File: config.mk
export PLATFORM = sky130hd
export DESIGN_NAME = multi_shape_waveform_generator
export DESIGN_NICKNAME = d
export VERILOG_FILES = /design/src/hw/rtl/mswg_pkg.sv /design/src/hw/rtl/mswg_front.sv /design/src/hw/rtl/mswg_queue.sv /design/src/hw/rtl/mswg_back.sv /design/src/hw/rtl/multi_shape_waveform_generator.sv
export SDC_FILE = /design/constraint.sdc
export NUM_CORES = 2
export LEC_CHECK = 0
export BUFFER_PORTS_ARGS = -buffer_cell sky130_fd_sc_hd__buf_2
export CORE_MARGIN = 3
export CORE_UTILIZATION = 60
export DETAILED_ROUTE_END_ITERATION = 7
export PLACE_DENSITY = 0.74
export SYNTH_ARGS = -nofsm -noshare
export SYNTH_HDL_FRONTEND = slang
export SYNTH_SLANG_ARGS = --single-unit
File: constraint.sdc
create_clock -name clk -period 14.6 [get_ports clk]
set_input_delay 1.46 -clock clk [delete_from_list [all_inputs] [get_ports clk]]
set_output_delay 1.46 -clock clk [all_outputs]
set_load 0.01 [all_outputs]
File: src/hw/rtl/mswg_pkg.sv
// Shared types, codes and widths of the multi-shape waveform generator.
package mswg_pkg;

    localparam int PHASE_W = 32;
    localparam int FREQ_W  = 15;
    localparam int GAIN_W  = 17;
    localparam int CFG_W   = 17;
    localparam int TIME_W  = 32;
    localparam int DAC_W   = 12;

    typedef logic [2:0] shape_t;

    localparam shape_t SHAPE_SILENCE  = 3'd0;
    localparam shape_t SHAPE_SINE     = 3'd1;
    localparam shape_t SHAPE_SQUARE   = 3'd2;
    localparam shape_t SHAPE_TRIANGLE = 3'd3;
    localparam shape_t SHAPE_SAWTOOTH = 3'd4;
    localparam shape_t SHAPE_SEQUENCE = 3'd5;

    typedef logic [1:0] reg_idx_t;

    localparam reg_idx_t REG_FREQUENCY = 2'd0;
    localparam reg_idx_t REG_SHAPE     = 2'd1;
    localparam reg_idx_t REG_AMPLITUDE = 2'd2;

    typedef struct packed {
        shape_t               kind;
        logic [PHASE_W-1:0]   phase;
    } work_t;

endpackage

File: src/hw/rtl/mswg_front.sv
// Front end: configuration registers, phase increment multiplier, phases and sequence control.
module mswg_front #(
    parameter int SAMPLE_RATE_HZ = 48000
) (
    input  logic                          clk,
    input  logic                          rst_n,
    input  logic                          cfg_we,
    input  mswg_pkg::reg_idx_t            cfg_index,
    input  logic [mswg_pkg::CFG_W-1:0]    cfg_wdata,
    input  logic                          in_valid,
    output logic                          in_stall,
    input  logic [mswg_pkg::TIME_W-1:0]   now_ms,
    input  logic                          last_of_buffer,
    output logic                          push,
    output mswg_pkg::work_t               push_word,
    input  logic                          full,
    output logic [mswg_pkg::GAIN_W-1:0]   gain
);
    import mswg_pkg::*;

    localparam int RECIP_SHIFT = FREQ_W + $clog2(SAMPLE_RATE_HZ);
    localparam int RECIP_W     = 48;
    localparam int HALF_W      = RECIP_W / 2;
    localparam int PART_W      = FREQ_W + HALF_W;
    localparam int ACC_W       = FREQ_W + RECIP_W;
    localparam logic [127:0] RECIP_WIDE =
        ((128'd1 << (PHASE_W + RECIP_SHIFT)) + 128'(SAMPLE_RATE_HZ - 1))
        / 128'(SAMPLE_RATE_HZ);
    localparam logic [HALF_W-1:0] RECIP_LO = RECIP_WIDE[HALF_W-1:0];
    localparam logic [HALF_W-1:0] RECIP_HI = RECIP_WIDE[RECIP_W-1:HALF_W];

    localparam logic [FREQ_W-1:0] FREQ_RESET = 15'd880;
    localparam logic [FREQ_W-1:0] FREQ_MAX   = 15'd22000;
    localparam logic [GAIN_W-1:0] GAIN_RESET = 17'd60293;
    localparam logic [GAIN_W-1:0] GAIN_MAX   = 17'd65536;
    localparam logic [63:0] INC_RESET_WIDE =
        (64'(FREQ_RESET) << PHASE_W) / 64'(SAMPLE_RATE_HZ);
    localparam logic [PHASE_W-1:0] INC_RESET = INC_RESET_WIDE[PHASE_W-1:0];
    localparam logic [PHASE_W-1:0] PHASE_HALF = 32'h8000_0000;

    localparam logic [1:0] SEQ_LEAD  = 2'd0;
    localparam logic [1:0] SEQ_WAIT  = 2'd1;
    localparam logic [1:0] SEQ_PULSE = 2'd2;
    localparam logic [1:0] SEQ_REST  = 2'd3;

    localparam logic [TIME_W-1:0] WAIT_MS  = 32'd100;
    localparam logic [TIME_W-1:0] PULSE_MS = 32'd105;
    localparam logic [TIME_W-1:0] REST_MS  = 32'd1000;

    shape_t               shape_reg, shape_next;
    logic [GAIN_W-1:0]    gain_reg, gain_next;
    logic [PHASE_W-1:0]   inc_reg, inc_next;
    logic [PHASE_W-1:0]   sine_reg, sine_next;
    logic [PHASE_W-1:0]   square_reg, square_next;
    logic [PHASE_W-1:0]   tri_reg, tri_next;
    logic [PHASE_W-1:0]   saw_reg, saw_next;
    logic [1:0]           step_reg, step_next;
    logic [TIME_W-1:0]    pulse_reg, pulse_next;

    logic                 inc_busy_reg, inc_busy_next;
    logic                 inc_low_reg, inc_low_next;
    logic [FREQ_W-1:0]    inc_num_reg, inc_num_next;
    logic [ACC_W-1:0]     inc_acc_reg, inc_acc_next;

    logic [PART_W-1:0]    part;
    logic [ACC_W-1:0]     acc_sum;
    logic                 accept;
    logic [TIME_W-1:0]    elapsed;
    logic [FREQ_W-1:0]    wr_freq;
    shape_t               wr_shape;
    logic [GAIN_W-1:0]    wr_gain;

    assign in_stall = full || inc_busy_reg;
    assign accept   = in_valid && !in_stall;
    assign gain     = gain_reg;
    assign elapsed  = now_ms - pulse_reg;
    assign part     = PART_W'(inc_num_reg) * PART_W'(inc_low_reg ? RECIP_LO : RECIP_HI);
    assign acc_sum  = {inc_acc_reg[ACC_W-HALF_W-1:0], {HALF_W{1'b0}}} + ACC_W'(part);
    assign wr_freq  = cfg_wdata[FREQ_W-1:0];
    assign wr_shape = cfg_wdata[2:0];
    assign wr_gain  = cfg_wdata[GAIN_W-1:0];

    always_comb
    begin
        shape_next    = shape_reg;
        gain_next     = gain_reg;
        inc_next      = inc_reg;
        sine_next     = sine_reg;
        square_next   = square_reg;
        tri_next      = tri_reg;
        saw_next      = saw_reg;
        step_next     = step_reg;
        pulse_next    = pulse_reg;
        inc_busy_next = inc_busy_reg;
        inc_low_next  = inc_low_reg;
        inc_num_next  = inc_num_reg;
        inc_acc_next  = inc_acc_reg;
        push          = accept;
        push_word     = '{kind: SHAPE_SILENCE, phase: '0};

        // multiply by the rate reciprocal, upper half first
        if (inc_busy_reg)
        begin
            inc_acc_next = acc_sum;
            inc_low_next = 1'b1;
            if (inc_low_reg)
            begin
                inc_busy_next = 1'b0;
                inc_next      = PHASE_W'(acc_sum >> RECIP_SHIFT);
            end
        end

        if (accept)
        begin
            case (shape_reg)
                SHAPE_SINE:
                begin
                    push_word = '{kind: SHAPE_SINE, phase: sine_reg};
                    sine_next = sine_reg + inc_reg;
                end
                SHAPE_SQUARE:
                begin
                    push_word   = '{kind: SHAPE_SQUARE, phase: square_reg};
                    square_next = square_reg + inc_reg;
                end
                SHAPE_TRIANGLE:
                begin
                    push_word = '{kind: SHAPE_TRIANGLE, phase: tri_reg};
                    tri_next  = tri_reg + inc_reg;
                end
                SHAPE_SAWTOOTH:
                begin
                    push_word = '{kind: SHAPE_SAWTOOTH, phase: saw_reg};
                    saw_next  = saw_reg + inc_reg;
                end
                SHAPE_SEQUENCE:
                begin
                    if (step_reg == SEQ_PULSE)
                    begin
                        push_word = '{kind: SHAPE_SINE, phase: sine_reg};
                        sine_next = sine_reg + inc_reg;
                    end
                    if (last_of_buffer)
                    begin
                        unique case (step_reg)
                            SEQ_LEAD:
                            begin
                                sine_next  = '0;
                                pulse_next = now_ms;
                                step_next  = SEQ_WAIT;
                            end
                            SEQ_WAIT:
                                if (elapsed > WAIT_MS)
                                    step_next = SEQ_PULSE;
                            SEQ_PULSE:
                                if (elapsed > PULSE_MS)
                                    step_next = SEQ_REST;
                            SEQ_REST:
                                if (elapsed > REST_MS)
                                    step_next = SEQ_LEAD;
                        endcase
                    end
                end
                default:
                begin
                end
            endcase
        end

        if (cfg_we)
        begin
            unique case (cfg_index)
                REG_FREQUENCY:
                    if (wr_freq != '0 && wr_freq <= FREQ_MAX)
                    begin
                        inc_busy_next = 1'b1;
                        inc_low_next  = 1'b0;
                        inc_num_next  = wr_freq;
                        inc_acc_next  = '0;
                    end
                REG_SHAPE:
                    if (wr_shape <= SHAPE_SEQUENCE)
                    begin
                        shape_next = wr_shape;
                        case (wr_shape)
                            SHAPE_SINE:     sine_next   = '0;
                            SHAPE_SQUARE:   square_next = '0;
                            SHAPE_TRIANGLE: tri_next    = PHASE_HALF;
                            SHAPE_SAWTOOTH: saw_next    = PHASE_HALF;
                            SHAPE_SEQUENCE: step_next   = SEQ_LEAD;
                            default:
                            begin
                            end
                        endcase
                    end
                REG_AMPLITUDE:
                    if (wr_gain <= GAIN_MAX)
                        gain_next = wr_gain;
                default:
                begin
                end
            endcase
        end
    end

    always_ff @(posedge clk or negedge rst_n)
    begin
        if (!rst_n)
        begin
            shape_reg    <= SHAPE_SINE;
            gain_reg     <= GAIN_RESET;
            inc_reg      <= INC_RESET;
            sine_reg     <= '0;
            square_reg   <= '0;
            tri_reg      <= PHASE_HALF;
            saw_reg      <= PHASE_HALF;
            step_reg     <= SEQ_LEAD;
            pulse_reg    <= '0;
            inc_busy_reg <= 1'b0;
            inc_low_reg  <= 1'b0;
        end
        else
        begin
            shape_reg    <= shape_next;
            gain_reg     <= gain_next;
            inc_reg      <= inc_next;
            sine_reg     <= sine_next;
            square_reg   <= square_next;
            tri_reg      <= tri_next;
            saw_reg      <= saw_next;
            step_reg     <= step_next;
            pulse_reg    <= pulse_next;
            inc_busy_reg <= inc_busy_next;
            inc_low_reg  <= inc_low_next;
        end
    end

    always_ff @(posedge clk)
    begin
        inc_num_reg <= inc_num_next;
        inc_acc_reg <= inc_acc_next;
    end

    a_inc_start: assert property (@(posedge clk) disable iff (!rst_n)
        cfg_we && cfg_index == REG_FREQUENCY && wr_freq != '0 && wr_freq <= FREQ_MAX
        |=> inc_busy_reg)
        else $error("increment update did not start on frequency write");

    a_inc_holds_input: assert property (@(posedge clk) disable iff (!rst_n)
        inc_busy_reg |-> in_stall && !accept)
        else $error("item taken while increment is being computed");

    a_seq_start: assert property (@(posedge clk) disable iff (!rst_n)
        accept && !cfg_we && shape_reg == SHAPE_SEQUENCE && step_reg == SEQ_LEAD
        && last_of_buffer |=> step_reg == SEQ_WAIT && sine_reg == '0)
        else $error("sequence failed to leave lead-in step");

endmodule

File: src/hw/rtl/mswg_queue.sv
// Short queue of classified words between front end and sample unit.
module mswg_queue (
    input  logic             clk,
    input  logic             rst_n,
    input  logic             push,
    input  mswg_pkg::work_t  push_word,
    output logic             full,
    input  logic             pop,
    output logic             ready_word,
    output mswg_pkg::work_t  pop_word
);
    import mswg_pkg::*;

    localparam int DEPTH = 2;
    localparam int PTR_W = $clog2(DEPTH);
    localparam int CNT_W = $clog2(DEPTH + 1);

    work_t              mem [DEPTH];
    logic [PTR_W-1:0]   wr_ptr_reg, wr_ptr_next;
    logic [PTR_W-1:0]   rd_ptr_reg, rd_ptr_next;
    logic [CNT_W-1:0]   count_reg, count_next;
    logic               do_push;
    logic               do_pop;

    assign full       = count_reg == CNT_W'(DEPTH);
    assign ready_word = count_reg != '0;
    assign pop_word   = mem[rd_ptr_reg];
    assign do_push    = push && !full;
    assign do_pop     = pop && ready_word;

    always_comb
    begin
        wr_ptr_next = do_push ? PTR_W'(wr_ptr_reg + 1'b1) : wr_ptr_reg;
        rd_ptr_next = do_pop ? PTR_W'(rd_ptr_reg + 1'b1) : rd_ptr_reg;
        count_next  = count_reg;
        if (do_push && !do_pop)
            count_next = count_reg + CNT_W'(1);
        else if (do_pop && !do_push)
            count_next = count_reg - CNT_W'(1);
    end

    always_ff @(posedge clk or negedge rst_n)
    begin
        if (!rst_n)
        begin
            wr_ptr_reg <= '0;
            rd_ptr_reg <= '0;
            count_reg  <= '0;
        end
        else
        begin
            wr_ptr_reg <= wr_ptr_next;
            rd_ptr_reg <= rd_ptr_next;
            count_reg  <= count_next;
        end
    end

    always_ff @(posedge clk)
    begin
        if (do_push)
            mem[wr_ptr_reg] <= push_word;
    end

    a_no_overflow: assert property (@(posedge clk) disable iff (!rst_n)
        push |-> !full)
        else $error("word pushed into full queue");

    a_no_underflow: assert property (@(posedge clk) disable iff (!rst_n)
        pop |-> ready_word)
        else $error("word popped from empty queue");

    a_count_ptrs: assert property (@(posedge clk) disable iff (!rst_n)
        count_reg == '0 || count_reg == CNT_W'(DEPTH) |-> wr_ptr_reg == rd_ptr_reg)
        else $error("queue pointers disagree with fill count");

endmodule

File: src/hw/rtl/mswg_back.sv
// Sample unit: shared multiplier sequence, rounding, clamping and output register.
module mswg_back #(
    parameter int DAC_FULL_SCALE   = 4095,
    parameter int SINE_TABLE_DEPTH = 1024
) (
    input  logic                          clk,
    input  logic                          rst_n,
    input  logic                          ready_word,
    input  mswg_pkg::work_t               pop_word,
    output logic                          pop,
    input  logic [mswg_pkg::GAIN_W-1:0]   gain,
    output logic                          out_valid,
    input  logic                          out_stall,
    output logic [mswg_pkg::DAC_W-1:0]    dac_code
);
    import mswg_pkg::*;

    localparam int OP_W   = 33;
    localparam int PROD_W = 2 * OP_W;
    localparam int IDX_W  = $clog2(SINE_TABLE_DEPTH);
    localparam logic [PHASE_W-1:0] IDX_MASK = ~(32'hFFFF_FFFF >> IDX_W);
    localparam int MID = (DAC_FULL_SCALE + 1) / 2;
    localparam logic [OP_W-1:0]   MID_OP = OP_W'(MID);
    localparam logic [OP_W-1:0]   FS_OP  = OP_W'(DAC_FULL_SCALE);
    localparam logic [PROD_W-1:0] MID_W  = PROD_W'(MID);
    localparam logic [PROD_W-1:0] FS_W   = PROD_W'(DAC_FULL_SCALE);
    localparam logic [PHASE_W-1:0] Q30   = 32'h4000_0000;
    localparam logic [17:0] Q16_ONE = 18'd65536;
    localparam logic [17:0] SIN_C1  = 18'd102944;
    localparam logic [17:0] SIN_C2  = 18'd42334;
    localparam logic [17:0] SIN_C3  = 18'd4926;

    localparam logic [1:0] ST_IDLE = 2'd0;
    localparam logic [1:0] ST_MUL  = 2'd1;
    localparam logic [1:0] ST_FIN  = 2'd2;

    logic [1:0]          state_reg, state_next;
    logic [2:0]          step_reg, step_next;
    shape_t              kind_reg, kind_next;
    logic                neg_reg, neg_next;
    logic [16:0]         u_reg, u_next;
    logic [16:0]         u2_reg, u2_next;
    logic [PHASE_W-1:0]  m_reg, m_next;
    logic [PROD_W-1:0]   acc_reg, acc_next;
    logic                out_valid_reg, out_valid_next;
    logic [DAC_W-1:0]    dac_reg, dac_next;

    logic [PHASE_W-1:0]  q_phase;
    logic [16:0]         u_load;
    logic [PHASE_W-1:0]  abs_p;
    logic                tri_neg;
    logic [PHASE_W-1:0]  tri_m;
    logic [OP_W-1:0]     op_a;
    logic [OP_W-1:0]     op_b;
    logic [PROD_W-1:0]   prod;
    logic [17:0]         sin_t;
    logic [17:0]         sin_s;
    logic                last_step;
    logic [PROD_W-1:0]   fl;
    logic                frac;
    logic [PROD_W-1:0]   ce;
    logic [PROD_W-1:0]   v;
    logic                fin_go;

    assign q_phase = pop_word.phase & IDX_MASK;
    assign u_load  = q_phase[30] ? 17'(Q16_ONE - {2'b00, q_phase[29:14]})
                                 : {1'b0, q_phase[29:14]};
    assign abs_p   = pop_word.phase[31] ? (32'd0 - pop_word.phase) : pop_word.phase;
    assign tri_neg = abs_p > Q30;
    assign tri_m   = tri_neg ? abs_p - Q30 : Q30 - abs_p;
    assign sin_t   = acc_reg[33:16];
    assign sin_s   = (sin_t > Q16_ONE) ? Q16_ONE : sin_t;
    assign prod    = PROD_W'(op_a) * PROD_W'(op_b);
    assign fin_go  = state_reg == ST_FIN && (!out_valid_reg || !out_stall);
    assign pop     = state_reg == ST_IDLE && ready_word;
    assign out_valid = out_valid_reg;
    assign dac_code  = dac_reg;

    always_comb
    begin
        op_a      = '0;
        op_b      = '0;
        last_step = 1'b1;
        unique case (kind_reg)
            SHAPE_SINE:
            begin
                last_step = step_reg == 3'd5;
                unique case (step_reg)
                    3'd0:
                    begin
                        op_a = OP_W'(u_reg);
                        op_b = OP_W'(u_reg);
                    end
                    3'd1:
                    begin
                        op_a = OP_W'(acc_reg[32:16]);
                        op_b = OP_W'(SIN_C3);
                    end
                    3'd2:
                    begin
                        op_a = OP_W'(u2_reg);
                        op_b = OP_W'(SIN_C2 - {1'b0, acc_reg[32:16]});
                    end
                    3'd3:
                    begin
                        op_a = OP_W'(u_reg);
                        op_b = OP_W'(SIN_C1 - sin_t);
                    end
                    3'd4:
                    begin
                        op_a = OP_W'(sin_s);
                        op_b = OP_W'(gain);
                    end
                    default:
                    begin
                        op_a = acc_reg[OP_W-1:0];
                        op_b = MID_OP;
                    end
                endcase
            end
            SHAPE_SQUARE:
            begin
                op_a = MID_OP;
                op_b = OP_W'(gain);
            end
            SHAPE_TRIANGLE, SHAPE_SAWTOOTH:
            begin
                last_step = step_reg == 3'd1;
                if (step_reg == 3'd0)
                begin
                    op_a = (kind_reg == SHAPE_TRIANGLE) ? MID_OP : FS_OP;
                    op_b = OP_W'(gain);
                end
                else
                begin
                    op_a = acc_reg[OP_W-1:0];
                    op_b = OP_W'(m_reg);
                end
            end
            default:
            begin
            end
        endcase
    end

    always_comb
    begin
        unique case (kind_reg)
            SHAPE_SINE:
            begin
                fl   = acc_reg >> 32;
                frac = |acc_reg[31:0];
            end
            SHAPE_SQUARE:
            begin
                fl   = acc_reg >> 16;
                frac = |acc_reg[15:0];
            end
            SHAPE_TRIANGLE:
            begin
                fl   = acc_reg >> 46;
                frac = |acc_reg[45:0];
            end
            SHAPE_SAWTOOTH:
            begin
                fl   = acc_reg >> 48;
                frac = |acc_reg[47:0];
            end
            default:
            begin
                fl   = '0;
                frac = 1'b0;
            end
        endcase
        ce = fl + PROD_W'(frac);
        if (neg_reg)
            v = (MID_W >= ce) ? MID_W - ce : '0;
        else
            v = MID_W + fl;
        if (v > FS_W)
            v = FS_W;
    end

    always_comb
    begin
        state_next     = state_reg;
        step_next      = step_reg;
        kind_next      = kind_reg;
        neg_next       = neg_reg;
        u_next         = u_reg;
        u2_next        = u2_reg;
        m_next         = m_reg;
        acc_next       = acc_reg;
        dac_next       = dac_reg;
        out_valid_next = out_valid_reg && out_stall;

        unique case (state_reg)
            ST_IDLE:
                if (ready_word)
                begin
                    kind_next = pop_word.kind;
                    u_next    = u_load;
                    m_next    = (pop_word.kind == SHAPE_TRIANGLE) ? tri_m : abs_p;
                    step_next = '0;
                    acc_next  = '0;
                    unique case (pop_word.kind)
                        SHAPE_SINE:     neg_next = q_phase[31];
                        SHAPE_SQUARE:   neg_next = pop_word.phase[31];
                        SHAPE_TRIANGLE: neg_next = tri_neg;
                        SHAPE_SAWTOOTH: neg_next = pop_word.phase[31];
                        default:        neg_next = 1'b0;
                    endcase
                    state_next = (pop_word.kind == SHAPE_SILENCE) ? ST_FIN : ST_MUL;
                end
            ST_MUL:
            begin
                acc_next  = prod;
                step_next = step_reg + 3'd1;
                if (kind_reg == SHAPE_SINE && step_reg == 3'd1)
                    u2_next = acc_reg[32:16];
                if (last_step)
                    state_next = ST_FIN;
            end
            ST_FIN:
                if (fin_go)
                begin
                    dac_next       = v[DAC_W-1:0];
                    out_valid_next = 1'b1;
                    state_next     = ST_IDLE;
                end
            default:
                state_next = ST_IDLE;
        endcase
    end

    always_ff @(posedge clk or negedge rst_n)
    begin
        if (!rst_n)
        begin
            state_reg     <= ST_IDLE;
            step_reg      <= '0;
            kind_reg      <= SHAPE_SILENCE;
            out_valid_reg <= 1'b0;
        end
        else
        begin
            state_reg     <= state_next;
            step_reg      <= step_next;
            kind_reg      <= kind_next;
            out_valid_reg <= out_valid_next;
        end
    end

    always_ff @(posedge clk)
    begin
        neg_reg <= neg_next;
        u_reg   <= u_next;
        u2_reg  <= u2_next;
        m_reg   <= m_next;
        acc_reg <= acc_next;
        dac_reg <= dac_next;
    end

    a_silence_direct: assert property (@(posedge clk) disable iff (!rst_n)
        pop && pop_word.kind == SHAPE_SILENCE |=> state_reg == ST_FIN && acc_reg == '0)
        else $error("silent word did not go straight to output");

    a_mul_kind: assert property (@(posedge clk) disable iff (!rst_n)
        state_reg == ST_MUL |-> kind_reg != SHAPE_SILENCE && step_reg <= 3'd5)
        else $error("multiply step out of sequence");

    a_fin_loads: assert property (@(posedge clk) disable iff (!rst_n)
        fin_go |=> out_valid_reg && state_reg == ST_IDLE)
        else $error("finished sample not presented");

endmodule

File: src/hw/rtl/multi_shape_waveform_generator.sv
// Top level of the multi-shape waveform generator: front end, queue and sample unit.
// The sample unit works on one word at a time, using a shared 33x33 multiplier; the queue
// lets the front end accept new words while the sample unit is busy, until the queue is full.
// A frequency write runs a two-step reciprocal multiply and holds the input until it is done.
// Reset sets the configuration, phase, pointer and state registers at once to their power-on
// values; datapath registers and queue storage are not reset, and there is no clearing pass.
module multi_shape_waveform_generator #(
    parameter int SAMPLE_RATE_HZ   = 48000,
    parameter int DAC_FULL_SCALE   = 4095,
    parameter int SINE_TABLE_DEPTH = 1024
) (
    input  logic                          clk,
    input  logic                          rst_n,
    input  logic                          cfg_we,
    input  mswg_pkg::reg_idx_t            cfg_index,
    input  logic [mswg_pkg::CFG_W-1:0]    cfg_wdata,
    input  logic                          in_valid,
    output logic                          in_stall,
    input  logic [mswg_pkg::TIME_W-1:0]   now_ms,
    input  logic                          last_of_buffer,
    output logic                          out_valid,
    input  logic                          out_stall,
    output logic [mswg_pkg::DAC_W-1:0]    dac_code
);
    import mswg_pkg::*;

    logic                push;
    work_t               push_word;
    logic                full;
    logic                pop;
    logic                ready_word;
    work_t               pop_word;
    logic [GAIN_W-1:0]   gain;

    mswg_front #(
        .SAMPLE_RATE_HZ (SAMPLE_RATE_HZ)
    ) u_front (
        .clk            (clk),
        .rst_n          (rst_n),
        .cfg_we         (cfg_we),
        .cfg_index      (cfg_index),
        .cfg_wdata      (cfg_wdata),
        .in_valid       (in_valid),
        .in_stall       (in_stall),
        .now_ms         (now_ms),
        .last_of_buffer (last_of_buffer),
        .push           (push),
        .push_word      (push_word),
        .full           (full),
        .gain           (gain)
    );

    mswg_queue u_queue (
        .clk        (clk),
        .rst_n      (rst_n),
        .push       (push),
        .push_word  (push_word),
        .full       (full),
        .pop        (pop),
        .ready_word (ready_word),
        .pop_word   (pop_word)
    );

    mswg_back #(
        .DAC_FULL_SCALE   (DAC_FULL_SCALE),
        .SINE_TABLE_DEPTH (SINE_TABLE_DEPTH)
    ) u_back (
        .clk        (clk),
        .rst_n      (rst_n),
        .ready_word (ready_word),
        .pop_word   (pop_word),
        .pop        (pop),
        .gain       (gain),
        .out_valid  (out_valid),
        .out_stall  (out_stall),
        .dac_code   (dac_code)
    );

endmodule

==> metrics.txt <==
number of distinct standard cells referenced by the synthesized netlist=108; worst setup path class=reg -> reg; DRC violation count after routing=7; GRT Total Usage=0.365; ratio of routed vias to standard cells=6.15; status=finished, violations left; area used by multi-input combinational logic=56,900 sq um; async set or reset register ratio after synthesis=0.467; YS warnings=0; worst endpoint data arrival time=13,250 ps; count of placed standard cells in the final layout, fillers left out=10,100; Post-CTS Repair Setup Buffers=0; mean post-synth cell area=8.94 sq um; biggest cell delay along the critical path=740 ps; leading cell types by total area after synthesis=sky130_fd_sc_hd__fa_1 (30%), sky130_fd_sc_hd__ha_1 (9.8%), sky130_fd_sc_hd__edfxtp_1 (8.7%); # fillers=10,600; Post-Route Utilization=0.639; number of antenna violations at the first check in global routing=3; cell area after synthesis=76,300 sq um; summed negative setup slack over all endpoints=0 ps; CTS root buf=sky130_fd_sc_hd__clkbuf_16; clock net sink count=490; post-CTS resize count=0; Initial Utilization=0.606; Net count, final=10,200; count of placed standard cells including taps=10,000; width of the chip=363 um; final weighted congestion of routability-driven global placement=1.03; number of iterations in the first detailed-routing pass=8; pin count of the biggest net entering global routing=102; slew at the pin closest to its max-slew limit=1450 ps; CTS tree=yes; top cell type by total area after synthesis=sky130_fd_sc_hd__fa_1; number of standard cells after synthesis=8,540; number of primary I/O pins=71; I/O Buffers=70; Hold Crit Class=reg -> reg; cts hold-fix bufs=0; required time reported for the critical path endpoint=14,980 ps; top cell types by occurrence after synthesis=sky130_fd_sc_hd__inv_1 (1,274), sky130_fd_sc_hd__fa_1 (1,151), sky130_fd_sc_hd__nand2_1 (1,038); Max H-tree Level=2; HPWL reported at the end of detailed placement=184,000 um; most common cell type on the critical path=sky130_fd_sc_hd__fa_1; DIE AREA=132,000 sq um; kind of end point of the critical path=flop; final number of max-transition violations=0; routed wire length per instance=23.3 um; dominant cell by count in the synthesized netlist=sky130_fd_sc_hd__inv_1; count of flip-flops with a built-in enable after synthesis=222; MaxCap Viol Count=0; Min Clock Period, post-route=12,870 ps; startpoint class of the critical path=flop; initial detailed-routing violation count=6,087; number of failing setup endpoints in the final timing report=0; via count of the routed design=62,300; flip-flop and latch count after synthesis=490; maximum buffer depth of the clock tree=3; TritonCTS buffer count=53; final wirelength=236,000 um; number of global-route vias before repair=64,700; Floorplan Core Area=126,000 sq um; RSZ-0062 raised after global routing=false; area share of the largest cell type after synthesis=0.302; Highest Clock Rate=77.7 MHz; fraction of the yosys area taken by sequential cells=0.173; layout overhead on the synthesized area=5.45%; cell with the largest stage delay on the worst path=sky130_fd_sc_hd__a221o_1; number of cell rows=130; source-to-sink clock delay at the later pin of the worst-skew pair=650 ps; count of antenna-violating nets left after detailed routing=0; height of the die=363 um; Final Hold Violating Endpoints=0; Congestion Overflow GR=0; global-route wire length before repair=371,000 um; top fanout value on the critical path=27; Primary FF master, synth=sky130_fd_sc_hd__edfxtp_1; failing checks=design-rule violations; flip-flop count of the largest register, all copies and words added=70; fraction of final layout cells with drive strength greater than 1=0.0644; worst setup skew after layout=43.9 ps; Sequential cell area=13,200 sq um; final critical-path share of the clock period=0.881; worst-case headroom to the max-slew limit=0.0279; clock slew at reported path FFs=70 ps
per-layer routing:
metal	routed length, um	vias to the layer above	global-route usage
li1	-	27600	-
met1	90600	30800	0.482
met2	107000	3109	0.575
met3	21900	769	0.0577
met4	16600	0	0.210
met5	0	-	0
per-stage QoR:
step | hold slack (ps) | instance area [sq um] | worst slack [ps]
after detailed placement | 485 | 78500 | 2070
after global placement | 469 | 78500 | 2150
after global routing | 495 | 80500 | 1040
after floorplan | 424 | 76400 | 4310
final | 488 | 80500 | 1730
after CTS | 493 | 80500 | 2040
worst max-delay path: cells and delay by family, from the launching register on:
family	cells	cell delay [ps]
DFF	1	650
muxes	1	110
and+or+nand+nor	4	1130
AOI/OAI and AO/OA	12	4620
adders and majority gates	10	5090
buffers and inverters	8	990
final cells by class:
type	count	share of cell area
clock inverters	39	0.00754
well taps	1650	0.0256
clock buffers	61	0.0173
repair buffers	220	0.0185
flip-flops and latches	490	0.164
inverters	1277	0.0595
multi-input cells	6390	0.707
diodes	1	0.0000311
final timing paths:
kind                            slack, ps                      to  cells past startpoint                   start
worst min register to register        490  u_front.inc_acc_reg[0]                      1  u_front.inc_acc_reg[0]
worst max register to register       1730      u_back.acc_reg[64]                     35      u_back.step_reg[2]
worst min-delay path                  490  u_front.inc_acc_reg[0]                      1  u_front.inc_acc_reg[0]
max in group asynchronous           11410    u_front.inc_busy_reg                      3                   rst_n
min in group asynchronous             870     u_front.tri_reg[27]                      1                   rst_n
worst max-delay path                 1730      u_back.acc_reg[64]                     35      u_back.step_reg[2]
layout by cell type (no fill, tap or decap), drive strengths merged, types with 220 or more instances in the layout:
| cell | netlist | layout |
|---|---|---|
| buf | 68 | 220 |
| inv | 1274 | 1281 |
| nor2 | 933 | 933 |
| fa | 1151 | 1151 |
| xnor2 | 253 | 253 |
| a21oi | 377 | 377 |
| edfxtp | 222 | 222 |
| nand2 | 1038 | 1038 |
| o21ai | 272 | 272 |
| ha | 595 | 595 |
kinds of logic after synthesis:
kind of cell    Yosys count  synth area share
fa+ha+maj              1746             0.399
simple gates           2784             0.164
compound gates         1307             0.113
other cells               2         0.0000984
buf+inv                1679            0.0845
flops                   490             0.173
xor+xnor                370            0.0424
mux                     162            0.0226
Power is not shown: default switching activity piles up to over one toggle a cycle in this logic, so the estimate is an artifact.
